<file path="src/hdl/length_prefixed_string_frame_parser_core_macros.svh">
// ----------------------------------------------------------------------------
// Assertion macros for the length-prefixed string frame parser
// Shared wrappers around concurrent assertions.
// ----------------------------------------------------------------------------
`ifndef LENGTH_PREFIXED_STRING_FRAME_PARSER_CORE_MACROS_SVH
`define LENGTH_PREFIXED_STRING_FRAME_PARSER_CORE_MACROS_SVH

// Consequent must hold in the same cycle as the antecedent.
`define LPSFP_ASSERT_SAME(label, clk, rst, ante, cons, msg) \
  label: assert property (@(posedge clk) disable iff (rst) (ante) |-> (cons)) \
    else $error(msg);

// Consequent must hold in the cycle after the antecedent.
`define LPSFP_ASSERT_NEXT(label, clk, rst, ante, cons, msg) \
  label: assert property (@(posedge clk) disable iff (rst) (ante) |=> (cons)) \
    else $error(msg);

`endif

</file>
<file path="src/hdl/lpsfp_pkg.sv">
// ----------------------------------------------------------------------------
// Frame parser package
// Types, codes and helper functions shared by the parser modules.
// ----------------------------------------------------------------------------
package lpsfp_pkg;

  localparam int QUERY_SIZE = 1024;
  localparam int LEN_W      = $clog2(QUERY_SIZE);
  localparam int PROD_W     = LEN_W + 4;
  localparam int IDX_W      = 10;
  localparam int BC_W       = 16;
  localparam int FIFO_DEPTH = 2;
  localparam int PTR_W      = $clog2(FIFO_DEPTH);
  localparam int CNT_W      = $clog2(FIFO_DEPTH + 1);
  localparam int CFG_IDX_W  = 2;

  localparam logic [7:0] CH_CR = 8'd13;
  localparam logic [7:0] CH_LF = 8'd10;
  localparam logic [7:0] CH_D0 = 8'd48;
  localparam logic [7:0] CH_D9 = 8'd57;

  localparam logic [7:0] MARKER_OK_RST  = 8'd36;
  localparam logic [7:0] MARKER_ERR_RST = 8'd45;

  localparam logic [CFG_IDX_W-1:0] REG_MARKER_OK  = 2'd0;
  localparam logic [CFG_IDX_W-1:0] REG_MARKER_ERR = 2'd1;
  localparam logic [CFG_IDX_W-1:0] REG_ACCEPT_ERR = 2'd2;

  localparam logic [1:0] KIND_PAYLOAD = 2'd0;
  localparam logic [1:0] KIND_DONE    = 2'd1;
  localparam logic [1:0] KIND_ERROR   = 2'd2;

  localparam logic [2:0] ERR_MARKER   = 3'd0;
  localparam logic [2:0] ERR_DIGIT    = 3'd1;
  localparam logic [2:0] ERR_TOO_LONG = 3'd2;
  localparam logic [2:0] ERR_OVERRUN  = 3'd3;
  localparam logic [2:0] ERR_MISMATCH = 3'd4;

  typedef enum logic [1:0] {
    PH_IDLE = 2'd0,
    PH_LEN  = 2'd1,
    PH_PAY  = 2'd2
  } phase_t;

  typedef struct packed {
    logic [1:0]      kind;
    logic [7:0]      payload_byte;
    logic [IDX_W-1:0] byte_index;
    logic [IDX_W-1:0] declared_length;
    logic [BC_W-1:0] frame_bytes;
    logic            error_string;
    logic [2:0]      error_code;
  } res_t;

  typedef struct packed {
    logic two;
    res_t first;
    res_t second;
  } entry_t;

  typedef struct packed {
    logic full;
    logic empty;
  } q_status_t;

  function automatic res_t mk_err(input logic [2:0] code, input logic es);
    res_t r;
    r = '0;
    r.kind = KIND_ERROR;
    r.error_code = code;
    r.error_string = es;
    return r;
  endfunction

  function automatic res_t mk_pay(input logic [7:0] b, input logic [LEN_W-1:0] idx);
    res_t r;
    r = '0;
    r.kind = KIND_PAYLOAD;
    r.payload_byte = b;
    r.byte_index = IDX_W'(idx);
    return r;
  endfunction

  function automatic res_t mk_done(input logic [LEN_W-1:0] len, input logic [BC_W-1:0] fb,
                                   input logic es);
    res_t r;
    r = '0;
    r.kind = KIND_DONE;
    r.declared_length = IDX_W'(len);
    r.frame_bytes = fb;
    r.error_string = es;
    return r;
  endfunction

endpackage

</file>
<file path="src/hdl/lpsfp_front.sv">
// ----------------------------------------------------------------------------
// Frame parser front end
// Holds the configuration and the parse state, and turns each byte into at
// most one queue entry of one or two results.
// ----------------------------------------------------------------------------
module lpsfp_front import lpsfp_pkg::*; (
  input  logic                 clk,
  input  logic                 rst,
  input  logic                 cfg_we,
  input  logic [CFG_IDX_W-1:0] cfg_index,
  input  logic [7:0]           cfg_data,
  input  logic                 step,
  input  logic [7:0]           byte_in,
  output logic                 push,
  output entry_t               entry
);

  logic [7:0]       marker_ok;
  logic [7:0]       marker_err;
  logic             accept_err;
  phase_t           phase, phase_next;
  logic             cr_pending, cr_pending_next;
  logic [LEN_W-1:0] length_value, length_value_next;
  logic             length_too_big, length_too_big_next;
  logic [LEN_W-1:0] payload_count, payload_count_next;
  logic [BC_W-1:0]  byte_count, byte_count_next;
  logic             is_error_frame, is_error_frame_next;

  logic              emit0, emit1;
  res_t              r0, r1;
  logic [BC_W-1:0]   bc_inc;
  logic [PROD_W-1:0] prod;
  logic [LEN_W-1:0]  pc_inc;
  logic              is_digit, open_ok, open_err;

  always_comb begin
    phase_next          = phase;
    cr_pending_next     = cr_pending;
    length_value_next   = length_value;
    length_too_big_next = length_too_big;
    payload_count_next  = payload_count;
    byte_count_next     = byte_count;
    is_error_frame_next = is_error_frame;
    emit0 = 1'b0;
    emit1 = 1'b0;
    r0 = '0;
    r1 = '0;
    bc_inc = (byte_count != {BC_W{1'b1}}) ? byte_count + 1'b1 : byte_count;
    prod = PROD_W'(length_value) * PROD_W'(10) + PROD_W'(byte_in[3:0]);
    pc_inc = payload_count + 1'b1;
    is_digit = (byte_in >= CH_D0) && (byte_in <= CH_D9);
    open_ok = (byte_in == marker_ok);
    open_err = !open_ok && accept_err && (byte_in == marker_err);
    case (phase)
      PH_LEN: begin
        byte_count_next = bc_inc;
        if (cr_pending) begin
          cr_pending_next = 1'b0;
          if (byte_in == CH_LF) begin
            if (length_too_big) begin
              emit0 = 1'b1;
              r0 = mk_err(ERR_TOO_LONG, is_error_frame);
              phase_next = PH_IDLE;
            end else begin
              phase_next = PH_PAY;
              payload_count_next = '0;
            end
          end else begin
            emit0 = 1'b1;
            r0 = mk_err(ERR_DIGIT, is_error_frame);
            phase_next = PH_IDLE;
          end
        end else if (byte_in == CH_CR) begin
          cr_pending_next = 1'b1;
        end else if (is_digit) begin
          if (!length_too_big) begin
            length_value_next = LEN_W'(prod);
            if (prod >= PROD_W'(QUERY_SIZE)) begin
              length_too_big_next = 1'b1;
            end
          end
        end else begin
          emit0 = 1'b1;
          r0 = mk_err(ERR_DIGIT, is_error_frame);
          phase_next = PH_IDLE;
        end
      end
      PH_PAY: begin
        byte_count_next = bc_inc;
        if (cr_pending) begin
          if (byte_in == CH_LF) begin
            emit0 = 1'b1;
            phase_next = PH_IDLE;
            cr_pending_next = 1'b0;
            if (payload_count == length_value) begin
              r0 = mk_done(length_value, bc_inc, is_error_frame);
            end else begin
              r0 = mk_err(ERR_MISMATCH, is_error_frame);
            end
          end else if (payload_count >= length_value) begin
            emit0 = 1'b1;
            r0 = mk_err(ERR_OVERRUN, is_error_frame);
            phase_next = PH_IDLE;
            cr_pending_next = 1'b0;
          end else begin
            emit0 = 1'b1;
            r0 = mk_pay(CH_CR, payload_count);
            payload_count_next = pc_inc;
            if (byte_in != CH_CR) begin
              cr_pending_next = 1'b0;
              emit1 = 1'b1;
              if (pc_inc >= length_value) begin
                r1 = mk_err(ERR_OVERRUN, is_error_frame);
                phase_next = PH_IDLE;
              end else begin
                r1 = mk_pay(byte_in, pc_inc);
                payload_count_next = pc_inc + 1'b1;
              end
            end
          end
        end else if (byte_in == CH_CR) begin
          cr_pending_next = 1'b1;
        end else begin
          emit0 = 1'b1;
          if (payload_count >= length_value) begin
            r0 = mk_err(ERR_OVERRUN, is_error_frame);
            phase_next = PH_IDLE;
          end else begin
            r0 = mk_pay(byte_in, payload_count);
            payload_count_next = pc_inc;
          end
        end
      end
      default: begin
        if (open_ok || open_err) begin
          phase_next = PH_LEN;
          is_error_frame_next = open_err;
          byte_count_next = BC_W'(1);
          length_value_next = '0;
          length_too_big_next = 1'b0;
          payload_count_next = '0;
          cr_pending_next = 1'b0;
        end else begin
          emit0 = 1'b1;
          r0 = mk_err(ERR_MARKER, 1'b0);
          phase_next = PH_IDLE;
          cr_pending_next = 1'b0;
        end
      end
    endcase
  end

  assign push = step && emit0;

  always_comb begin
    entry.two = emit1;
    entry.first = r0;
    entry.second = r1;
  end

  always_ff @(posedge clk) begin
    if (rst) begin
      marker_ok      <= MARKER_OK_RST;
      marker_err     <= MARKER_ERR_RST;
      accept_err     <= 1'b1;
      phase          <= PH_IDLE;
      cr_pending     <= 1'b0;
      length_value   <= '0;
      length_too_big <= 1'b0;
      payload_count  <= '0;
      byte_count     <= '0;
      is_error_frame <= 1'b0;
    end else begin
      if (step) begin
        phase          <= phase_next;
        cr_pending     <= cr_pending_next;
        length_value   <= length_value_next;
        length_too_big <= length_too_big_next;
        payload_count  <= payload_count_next;
        byte_count     <= byte_count_next;
        is_error_frame <= is_error_frame_next;
      end
      if (cfg_we) begin
        case (cfg_index)
          REG_MARKER_OK:  marker_ok <= cfg_data;
          REG_MARKER_ERR: marker_err <= cfg_data;
          REG_ACCEPT_ERR: accept_err <= cfg_data[0];
          default: ;
        endcase
      end
    end
  end

endmodule

</file>
<file path="src/hdl/lpsfp_queue.sv">
// ----------------------------------------------------------------------------
// Frame parser result queue
// Short first-in first-out buffer of result entries between front and back.
// ----------------------------------------------------------------------------
module lpsfp_queue import lpsfp_pkg::*; (
  input  logic      clk,
  input  logic      rst,
  input  logic      push,
  input  entry_t    push_entry,
  input  logic      pop,
  output entry_t    head,
  output q_status_t status
);

  entry_t           slots [FIFO_DEPTH];
  logic [PTR_W-1:0] wr_ptr;
  logic [PTR_W-1:0] rd_ptr;
  logic [CNT_W-1:0] count;
  logic             do_push, do_pop;

  assign status.full  = (count == CNT_W'(FIFO_DEPTH));
  assign status.empty = (count == '0);
  assign do_push = push && !status.full;
  assign do_pop  = pop && !status.empty;
  assign head = slots[rd_ptr];

  always_ff @(posedge clk) begin
    if (rst) begin
      wr_ptr <= '0;
      rd_ptr <= '0;
      count  <= '0;
    end else begin
      if (do_push) begin
        wr_ptr <= wr_ptr + 1'b1;
      end
      if (do_pop) begin
        rd_ptr <= rd_ptr + 1'b1;
      end
      if (do_push && !do_pop) begin
        count <= count + 1'b1;
      end else if (do_pop && !do_push) begin
        count <= count - 1'b1;
      end
    end
  end

  always_ff @(posedge clk) begin
    if (do_push) begin
      slots[wr_ptr] <= push_entry;
    end
  end

endmodule

</file>
<file path="src/hdl/lpsfp_back.sv">
// ----------------------------------------------------------------------------
// Frame parser back end
// Splits each queue entry into its results and drives the output register.
// ----------------------------------------------------------------------------
module lpsfp_back import lpsfp_pkg::*; (
  input  logic      clk,
  input  logic      rst,
  input  entry_t    head,
  input  q_status_t status,
  output logic      pop,
  output logic      out_valid,
  input  logic      out_ready,
  output res_t      out_res,
  output logic      out_last
);

  logic sel;
  logic load;
  logic fin;
  res_t cur_res;

  assign load = !out_valid || out_ready;
  assign cur_res = sel ? head.second : head.first;
  assign fin = sel || !head.two;
  assign pop = load && !status.empty && fin;

  always_ff @(posedge clk) begin
    if (rst) begin
      out_valid <= 1'b0;
      sel       <= 1'b0;
    end else if (load) begin
      out_valid <= !status.empty;
      if (!status.empty) begin
        sel <= !fin;
      end
    end
  end

  always_ff @(posedge clk) begin
    if (load && !status.empty) begin
      out_res  <= cur_res;
      out_last <= fin;
    end
  end

endmodule

</file>
<file path="src/hdl/length_prefixed_string_frame_parser_core.sv">
// ----------------------------------------------------------------------------
// Length-prefixed string frame parser core
// Parses marker, decimal length, CRLF, payload and closing CRLF one byte at
// a time, and reports payload bytes, frame completion and frame errors.
//
//   Channel  Handshake             Content
//   input    in_valid / in_ready   byte_in
//   output   out_valid / out_ready kind, payload_byte, byte_index,
//                                  declared_length, frame_bytes,
//                                  error_string, error_code, last
//   config   cfg_valid / cfg_ready cfg_index, cfg_data
//
// One byte is taken every cycle while the queue is not full; a byte that
// gives two results is held in one entry of the two-entry result queue.
// A result passes through the result queue and then the output register.
// Synchronous reset returns the parser to idle and the registers to defaults.
// An output stall fills the queue and then holds off further input.
// ----------------------------------------------------------------------------
`include "length_prefixed_string_frame_parser_core_macros.svh"

module length_prefixed_string_frame_parser_core import lpsfp_pkg::*; (
  input  logic                 clk,
  input  logic                 rst,
  input  logic                 in_valid,
  output logic                 in_ready,
  input  logic [7:0]           byte_in,
  output logic                 out_valid,
  input  logic                 out_ready,
  output logic [1:0]           kind,
  output logic [7:0]           payload_byte,
  output logic [IDX_W-1:0]     byte_index,
  output logic [IDX_W-1:0]     declared_length,
  output logic [BC_W-1:0]      frame_bytes,
  output logic                 error_string,
  output logic [2:0]           error_code,
  output logic                 last,
  input  logic                 cfg_valid,
  output logic                 cfg_ready,
  input  logic [CFG_IDX_W-1:0] cfg_index,
  input  logic [7:0]           cfg_data
);

  logic      step;
  logic      push;
  entry_t    entry;
  entry_t    head;
  q_status_t status;
  logic      pop;
  res_t      out_res;

  assign cfg_ready = 1'b1;
  assign in_ready = !status.full;
  assign step = in_valid && in_ready;

  lpsfp_front u_front (
    .clk       (clk),
    .rst       (rst),
    .cfg_we    (cfg_valid && cfg_ready),
    .cfg_index (cfg_index),
    .cfg_data  (cfg_data),
    .step      (step),
    .byte_in   (byte_in),
    .push      (push),
    .entry     (entry)
  );

  lpsfp_queue u_queue (
    .clk        (clk),
    .rst        (rst),
    .push       (push),
    .push_entry (entry),
    .pop        (pop),
    .head       (head),
    .status     (status)
  );

  lpsfp_back u_back (
    .clk       (clk),
    .rst       (rst),
    .head      (head),
    .status    (status),
    .pop       (pop),
    .out_valid (out_valid),
    .out_ready (out_ready),
    .out_res   (out_res),
    .out_last  (last)
  );

  assign kind            = out_res.kind;
  assign payload_byte    = out_res.payload_byte;
  assign byte_index      = out_res.byte_index;
  assign declared_length = out_res.declared_length;
  assign frame_bytes     = out_res.frame_bytes;
  assign error_string    = out_res.error_string;
  assign error_code      = out_res.error_code;

  `LPSFP_ASSERT_SAME(a_done_is_last, clk, rst, out_valid && kind == KIND_DONE, last,
    "completion not last")
  `LPSFP_ASSERT_SAME(a_error_is_last, clk, rst, out_valid && kind == KIND_ERROR, last,
    "error not last")
  `LPSFP_ASSERT_SAME(a_payload_clean, clk, rst, out_valid && kind == KIND_PAYLOAD,
    declared_length == '0 && frame_bytes == '0 && error_code == ERR_MARKER && !error_string,
    "payload result carries frame fields")
  `LPSFP_ASSERT_NEXT(a_no_push_full, clk, rst, status.full && !pop, !push || status.full,
    "queue overfilled")

endmodule
</file>
<file path="config.mk">
export PLATFORM = sky130hd
export DESIGN_NAME = length_prefixed_string_frame_parser_core
export DESIGN_NICKNAME = d
export VERILOG_FILES = /design/src/hdl/lpsfp_pkg.sv /design/src/hdl/lpsfp_front.sv /design/src/hdl/lpsfp_queue.sv /design/src/hdl/lpsfp_back.sv /design/src/hdl/length_prefixed_string_frame_parser_core.sv
export VERILOG_INCLUDE_DIRS = /design/src /design/src/hdl
export SDC_FILE = /design/constraint.sdc
export NUM_CORES = 1
export LEC_CHECK = 0
export BUFFER_PORTS_ARGS = -buffer_cell sky130_fd_sc_hd__buf_2
export CORE_MARGIN = 1
export CORE_UTILIZATION = 50
export CTS_BUF_LIST = sky130_fd_sc_hd__clkbuf_2 sky130_fd_sc_hd__clkbuf_4 sky130_fd_sc_hd__clkbuf_8
export CTS_CLUSTER_DIAMETER = 120
export DETAILED_ROUTE_END_ITERATION = 16
export GPL_ROUTABILITY_DRIVEN = 1
export HOLD_SLACK_MARGIN = 0.1
export PLACE_DENSITY = 0.72
export SYNTH_ARGS = -nofsm -noshare
export SYNTH_HDL_FRONTEND = slang
export SYNTH_SLANG_ARGS = --single-unit
</file>
<file path="constraint.sdc">
create_clock -name clk -period 6.41 [get_ports clk]
set_clock_uncertainty 0.05 [all_clocks]
set_input_delay 0.641 -clock clk [delete_from_list [all_inputs] [get_ports clk]]
set_output_delay 0.641 -clock clk [all_outputs]
set_load 0.02 [all_outputs]
</file>
* Word level (Yosys, flattened, before mapping)
Memories as Yosys holds them, arrays and structs flattened. A register that Yosys moved wholly into a read port is not among the register bits.
Cells that the tools add are included.
** Storage, ports and cells
- RAM bits :: 202
- Flip-flop bits (word level) :: 115
- Input bits :: 23
- Memories kept :: 1
- Output and inout port bits :: 54
** Operators by class
- Bitwise operators :: 3
- Add/sub/neg operators :: 8
- Mux-type cells :: 88
- Reductions and logical operators :: 39
- Multiply operators :: 1
- Eq/ne operators :: 26
- Order comparisons :: 5
** Memories
- u_queue.slots :: depth 2, width 101, read ports 1, clocked after Yosys merged registers in 1, wr ports 1, line lpsfp_queue.sv:15 : entry_t slots [FIFO_DEPTH];
** Operator list (count)
- 50-bit 2-to-1 mux :: 19
- 10-bit 2-to-1 mux :: 15
- 50-bit one-hot mux with 2 select lines :: 1
- 16-bit 2-to-1 mux :: 3
- 10-bit one-hot mux with 2 select lines :: 2
- 1-bit 2-to-1 mux :: 30
- 2-bit 2-to-1 mux :: 14
- 10-bit by 1-bit adder with 10-bit output (second input constant) :: 2
- 10-bit greater-or-equal comparator :: 2
- 16-bit by 1-bit adder with 16-bit output (second input constant) :: 1
- 8-bit by 4-bit == test with 1-bit output (second input constant) :: 2
- 8-bit == test :: 2
- 16-bit inequality test (second input constant) :: 1
- 14-bit by 4-bit adder with 14-bit output :: 1
- 14-bit by 11-bit greater-or-equal comparator with 1-bit output (second input constant) :: 1
- 7-bit AND reduction :: 2
- 10-bit by 3-bit multiplier with 13-bit output (second input constant) :: 1
- 1-bit logical AND :: 11
- 10-bit == test :: 1
- 2-bit AND reduction :: 5
- 3-bit by 2-bit inequality test with 1-bit output (second input constant) :: 3
- 8-bit by 6-bit greater-or-equal comparator with 1-bit output (second input constant) :: 1
- 8-bit by 6-bit less-or-equal comparator with 1-bit output (second input constant) :: 1
- 1-bit zero test :: 8
- 22 further kinds :: 41

* Longest topological paths before layout
- Depth in word-level cells :: 13
- Gate-level depth with buffers :: 14
- Depth with buffers taken out :: 13

* Hierarchy
A second synthesis with hierarchy kept.
** Second synthesis, totals
- Cells, all modules :: 1191
- Area total of the unflattened synthesis :: 15334.7 um^2
** By module, submodules not included
- lpsfp_queue :: area each 7534.7 um^2, sequential area each 6165.9 um^2, cells each 339, times used 1
- lpsfp_front :: area each 5552.8 um^2, sequential area each 1161.1 um^2, cells each 730, times used 1
- lpsfp_back :: area each 2225.9 um^2, sequential area each 1571.5 um^2, cells each 118, times used 1
- length_prefixed_string_frame_parser_core :: area each 21.3 um^2, sequential area each 0.0 um^2, cells each 4, times used 1

* Least setup slack after synthesis
Ideal clock, no wire load.
- Kind :: input -> register
- Start :: input byte_in[3]
- End :: memory u_queue.slots[0][100] (netlist bit), enable pin
- Buffers on the path :: 1
- Data arrival time :: 5.135 ns
- Cell stages on the path :: 6
- Setup slack :: 0.716 ns
- Cell sequence :: clkbuf_1 -> o21a_1 -> o21ai_0 -> o31a_1 -> a221oi_2 -> nor2b_1
** Between the ends
- Word-level cells in the longest chain between the ends :: 11
- Elaborated cells between the ends (all ways) :: 23
- Classes of those cells :: 2 x order compare; 4 x eq/ne; 10 x mux; 7 x reduce/logical
** Ends and longest elaborated chain
- start, declared :: line length_prefixed_string_frame_parser_core.sv:26 : input logic [7:0] byte_in,
- parallel branches: the longest is 6 deep, another holds 8-bit by 6-bit greater-or-equal comparator with 1-bit output
- 1-bit one-hot mux with 2 select lines (*) :: line lpsfp_front.sv:54 : case (phase)
- 1-bit logical AND (*) :: line lpsfp_front.sv:153 : assign push = step && emit0;
- 1-bit logical AND (*) :: line lpsfp_queue.sv:23 : assign do_push = push && !status.full;
- named net u_queue.do_push :: line lpsfp_queue.sv:19 : logic do_push, do_pop;
- 1-bit 2-to-1 mux (*) :: line lpsfp_queue.sv:48 : if (do_push) begin
- 1-bit 2-to-1 mux (implied by the code) (*) :: line lpsfp_queue.sv:49 : slots[wr_ptr] <= push_entry;
- end, declared :: line lpsfp_queue.sv:15
Mark *: on every way through the listed nets, which the timed path passes.

* Worst setup path after layout
- Start :: register u_front.payload_count[0]
- End :: register u_front.payload_count[8]
** Between the ends
- Word-level cells in the longest chain between the ends :: 8
- Elaborated cells between the ends (all ways) :: 14
- Classes of those cells :: 2 x add/sub; 2 x order compare; 1 x eq/ne; 8 x mux; 1 x reduce/logical
** Ends and longest elaborated chain
- start, declared :: line lpsfp_front.sv:25 : logic [LEN_W-1:0] payload_count, payload_count_next;
- start signal, assigned :: line lpsfp_front.sv:179 : payload_count <= payload_count_next;
- 10-bit by 1-bit adder with 10-bit output :: line lpsfp_front.sv:50 : pc_inc = payload_count + 1'b1;
- 10-bit by 1-bit adder with 10-bit output or 10-bit greater-or-equal comparator (tied branches) :: line lpsfp_front.sv:117, lpsfp_front.sv:112
- 10-bit 2-to-1 mux :: line lpsfp_front.sv:112 : if (pc_inc >= length_value) begin
- 10-bit 2-to-1 mux :: line lpsfp_front.sv:109 : if (byte_in != CH_CR) begin
- 10-bit 2-to-1 mux :: line lpsfp_front.sv:100 : end else if (payload_count >= length_value) begin
- 10-bit 2-to-1 mux :: line lpsfp_front.sv:91 : if (byte_in == CH_LF) begin
- 10-bit 2-to-1 mux :: line lpsfp_front.sv:90 : if (cr_pending) begin
- 10-bit one-hot mux with 2 select lines :: line lpsfp_front.sv:54
Parallel ways exist; a longest one is shown, timed or not. The select of a mux whose other input is x is not followed.
A chain may end at the register's enable or synchronous reset.

==> results.toml <==
[run_status]
status = "finished, final reports clean"

[floorplan]
die_area_um2 = 24830
initial_utilization_pct = 51.25
die_w_um = 157.6
ioPinCount = 77
die_h_um = 157.6
core_area_um2 = 23610
std_cell_rows = 56

[power_and_ir_drop]
p_int_mw = 3.378
swShare_pct = 28.45
clkPwrFrac_pct = 29.9
fin_total_pwr_mw = 4.722
p_sw_mw = 1.344
powerDensity_nw_per_um2 = 348.2
p_leak_nw = 5.004
ir_drop_mv = 0.1668
power.share.combinational_pct = 19.0
seq_power_share_pct = 51.1

[setup_path]
cpLargestDelayFamily = "simple AND/OR/NAND/NOR gates"
startpoint_type = "flip-flop"
crit_chain = "ha_1, nand3_1, nor2_1, xor2_1, ha_1, nand2_1, o21ai_0, nor3_1, nand4_1, nor3b_1, xor2_1, a32o_1"
end_kind = "flip-flop"
crit_required_ns = 6.78
slowest_stage = "nor3_1"
worstPathArrival_ns = 4.33
critPathKind = "reg2reg"
cpPeakStageDelay_ns = 0.66
reg2reg_to = "u_front.payload_count[8]"
rrSetupSlack_ns = 2.45
crit_path_max_fanout = 10
startpoint = "u_front.payload_count[0]"
cp.buffers_inverters = 0
r2r-start = "u_front.payload_count[0]"
endpoint = "u_front.payload_count[8]"
path_depth = 12
reg2reg_depth = 12

[clock_network]
post_cts_buffers = 0
cts_buffer_depth = 3
cts_root_buffer = "clkbuf_8"
cts_max_level = 2
path_clk_slew_ns = 0.06
ctsResizeCount = 0
cts-buffers-inserted = 40
cts_tree = "yes"
clock_sinks = 258
cts_hold_buf = 0
insertion_delay_ns = 0.53

[sta]
setup_viol_count_final = 0
setup_tns_ns = 0
finalCritPeriodShare_pct = 61.80
period_needed_ns = 3.962
hold_violations = 0
slew_viol_final = 0
fmax_mhz = 252.4
hold_slack_ns = 0.2883
worstMarginPinSlew_ns = 1.182
max_slew_margin_pct = 21.17
rsz0062_at_grt = "false"

[place]
hpwl_mm = 16.15
numPortBuffers = 75
placed_area_um2 = 12710
gp_congestion = 0.8571
dpl.cell_count = 1330

[final_layout]
final_cell_area_um2 = 13560
fillers = 1908
n_antenna_cell = 0
nets = 1123
mostFrequentLayoutCell = "edfxtp_1"
instances_no_fill = 1404
layout-drive-gt1-share_pct = 17.51
area_delta_synth_final_pct = 12.08
final_cell_mix = "193 x edfxtp_1, 127 x nor2_1, 75 x buf_2, 63 x dfxtp_1, 53 x nand2_1"

[detailed_routing]
vias = 7938
drtAntennaViolNets = 0
drt_first_pass_iters = 5
routed_via_density = 5.654
routedWlPerCell_um = 17.35
drc = 0
drt_iter0_markers = 554
routed_wl_mm = 24.36

[logic_synthesis]
synth_seq_cells = 258
netlist_instances = 983
avgSynthCellArea_um2 = 12.31
syn-num-nets = 1053
yosysWarnings = 0
synth_edf_count = 193
syn_area_um2 = 12100
async_reset_ff_share_pct = 0
netlist-cell-type-count = 76
synth_ff_type = "edfxtp_1"
synth_seq_area_share_pct = 58.65

[global_routing]
grt_first_pass_wirelength_mm = 39.01
antenna_found_initial = 0
grt_max_degree = 66
grt.overflow.total = 0
grt_pass1_vias = 7644
gr-usage-all-layers_pct = 20.30

[run]
maxCapViolations = 0

[hold_path]
hp-start = "cfg_data[2]"
worstHoldPathType = "in2reg"
## Yosys cell counts, types with 3 or more instances
cell	count	share of area (%)
nand4_1	19	0.98
a21oi_1	23	0.95
nor2b_1	9	0.47
a22o_1	3	0.22
nor4_1	8	0.41
xnor2_1	22	1.6
nor2_1	127	3.9
nor3b_1	3	0.19
o31ai_1	11	0.68
dfxtp_1	65	11
a211oi_1	14	0.87
buf_1	3	0.093
clkbuf_1	42	1.3
a211o_1	9	0.65
and2_1	26	1.3
edfxtp_1	193	48
a311oi_1	10	0.72
nand3b_1	12	0.74
mux2i_1	48	4.0
xor2_1	33	2.4
mux4_2	19	3.5
o211ai_1	4	0.25
inv_1	35	1.1
and3_1	9	0.47
o21a_1	3	0.19
o21ai_0	21	0.87
or3_1	4	0.21
a31oi_1	8	0.41
nand3_1	18	0.74
nand2_1	53	1.6
nand2b_1	9	0.47
and4_1	6	0.43
buf_2	4	0.17
a21o_1	5	0.31
ha_1	45	4.7
nor3_1	14	0.58
## through the flow
step	setup WS, ns	utilization (%)
2_1_floorplan	0.7159	-
3_3_place_gp	2.481	53.85
3_5_place_dp	2.376	53.85
4_1_cts	2.476	57.43
5_1_grt	2.025	57.43
6_report	2.448	57.43
## worst min-delay path by stage
stage / end / slack [ns] / cells after the start
6_report: u_front.marker_ok[2] / 0.29 / 2
5_1_grt: u_front.marker_ok[2] / 0.27 / 2
4_1_cts: u_front.marker_ok[2] / 0.26 / 2
3_5_place_dp: u_front.byte_count[8] / 0.42 / 1
3_3_place_gp: u_front.byte_count[8] / 0.41 / 1
2_1_floorplan: u_front.byte_count[8] / 0.40 / 1
## logic make-up after synthesis
kind of cell / count (synthesis) / synth area share (%)
flip-flops: 258 / 58.65
XOR/XNOR: 55 / 3.981
adder cells (fa/ha/maj): 47 / 4.984
other: 1 / 0.03099
AO/OA/AOI/OAI: 134 / 8.035
AND/OR/NAND/NOR: 332 / 13.82
multiplexers: 67 / 7.507
buffers and inverters: 89 / 2.988
## registers in the layout, summed over array words and instances (netlist names), named ones only
| register | flops |
|---|---|
| u_queue.slots | 142 |
| u_back.out_valid | 1 |
| u_queue.count | 2 |
| u_front.byte_count | 16 |
| u_queue.wr_ptr | 1 |
| u_front.length_too_big | 1 |
| u_front.accept_err | 1 |
| u_front.cr_pending | 1 |
| u_front.is_error_frame | 1 |
| u_front.phase | 2 |
| u_back.out_last | 1 |
| u_back.sel | 1 |
| u_front.length_value | 10 |
| u_front.marker_err | 8 |
| u_front.payload_count | 10 |
| u_front.marker_ok | 8 |
| u_back.out_res | 50 |
| u_queue.rd_ptr | 1 |
## routing by layer
metal	vias up	global-route usage [%]	part of all wire, %
li1	3792	-	-
met1	3843	28.74	47
met2	260	31.44	45
met3	43	3.414	5.6
met4	0	7.397	2.2
met5	-	0	0
## cell type report
type / instances / area [um^2] / share of cell area, %
Clock buffer: 68 / 817.0 / 6.025
Inverter: 36 / 135.1 / 0.9964
Sequential cell: 258 / 7102 / 52.37
Tap cell: 319 / 399.1 / 2.943
Multi-Input combinational cell: 636 / 4658 / 34.35
Clock inverter: 6 / 30.03 / 0.2214
Timing Repair Buffer: 81 / 420.4 / 3.100
## power groups by stage
stage / clock [mW] / combinational (mW) / sequential, mW
2_1_floorplan: 0 / 0.510 / 2.56
3_3_place_gp: 0 / 0.903 / 2.45
3_5_place_dp: 0 / 0.913 / 2.46
4_1_cts: 1.44 / 0.915 / 2.42
5_1_grt: 1.50 / 0.977 / 2.46
6_report: 1.41 / 0.899 / 2.41
Power figures use the tool's default switching activity.
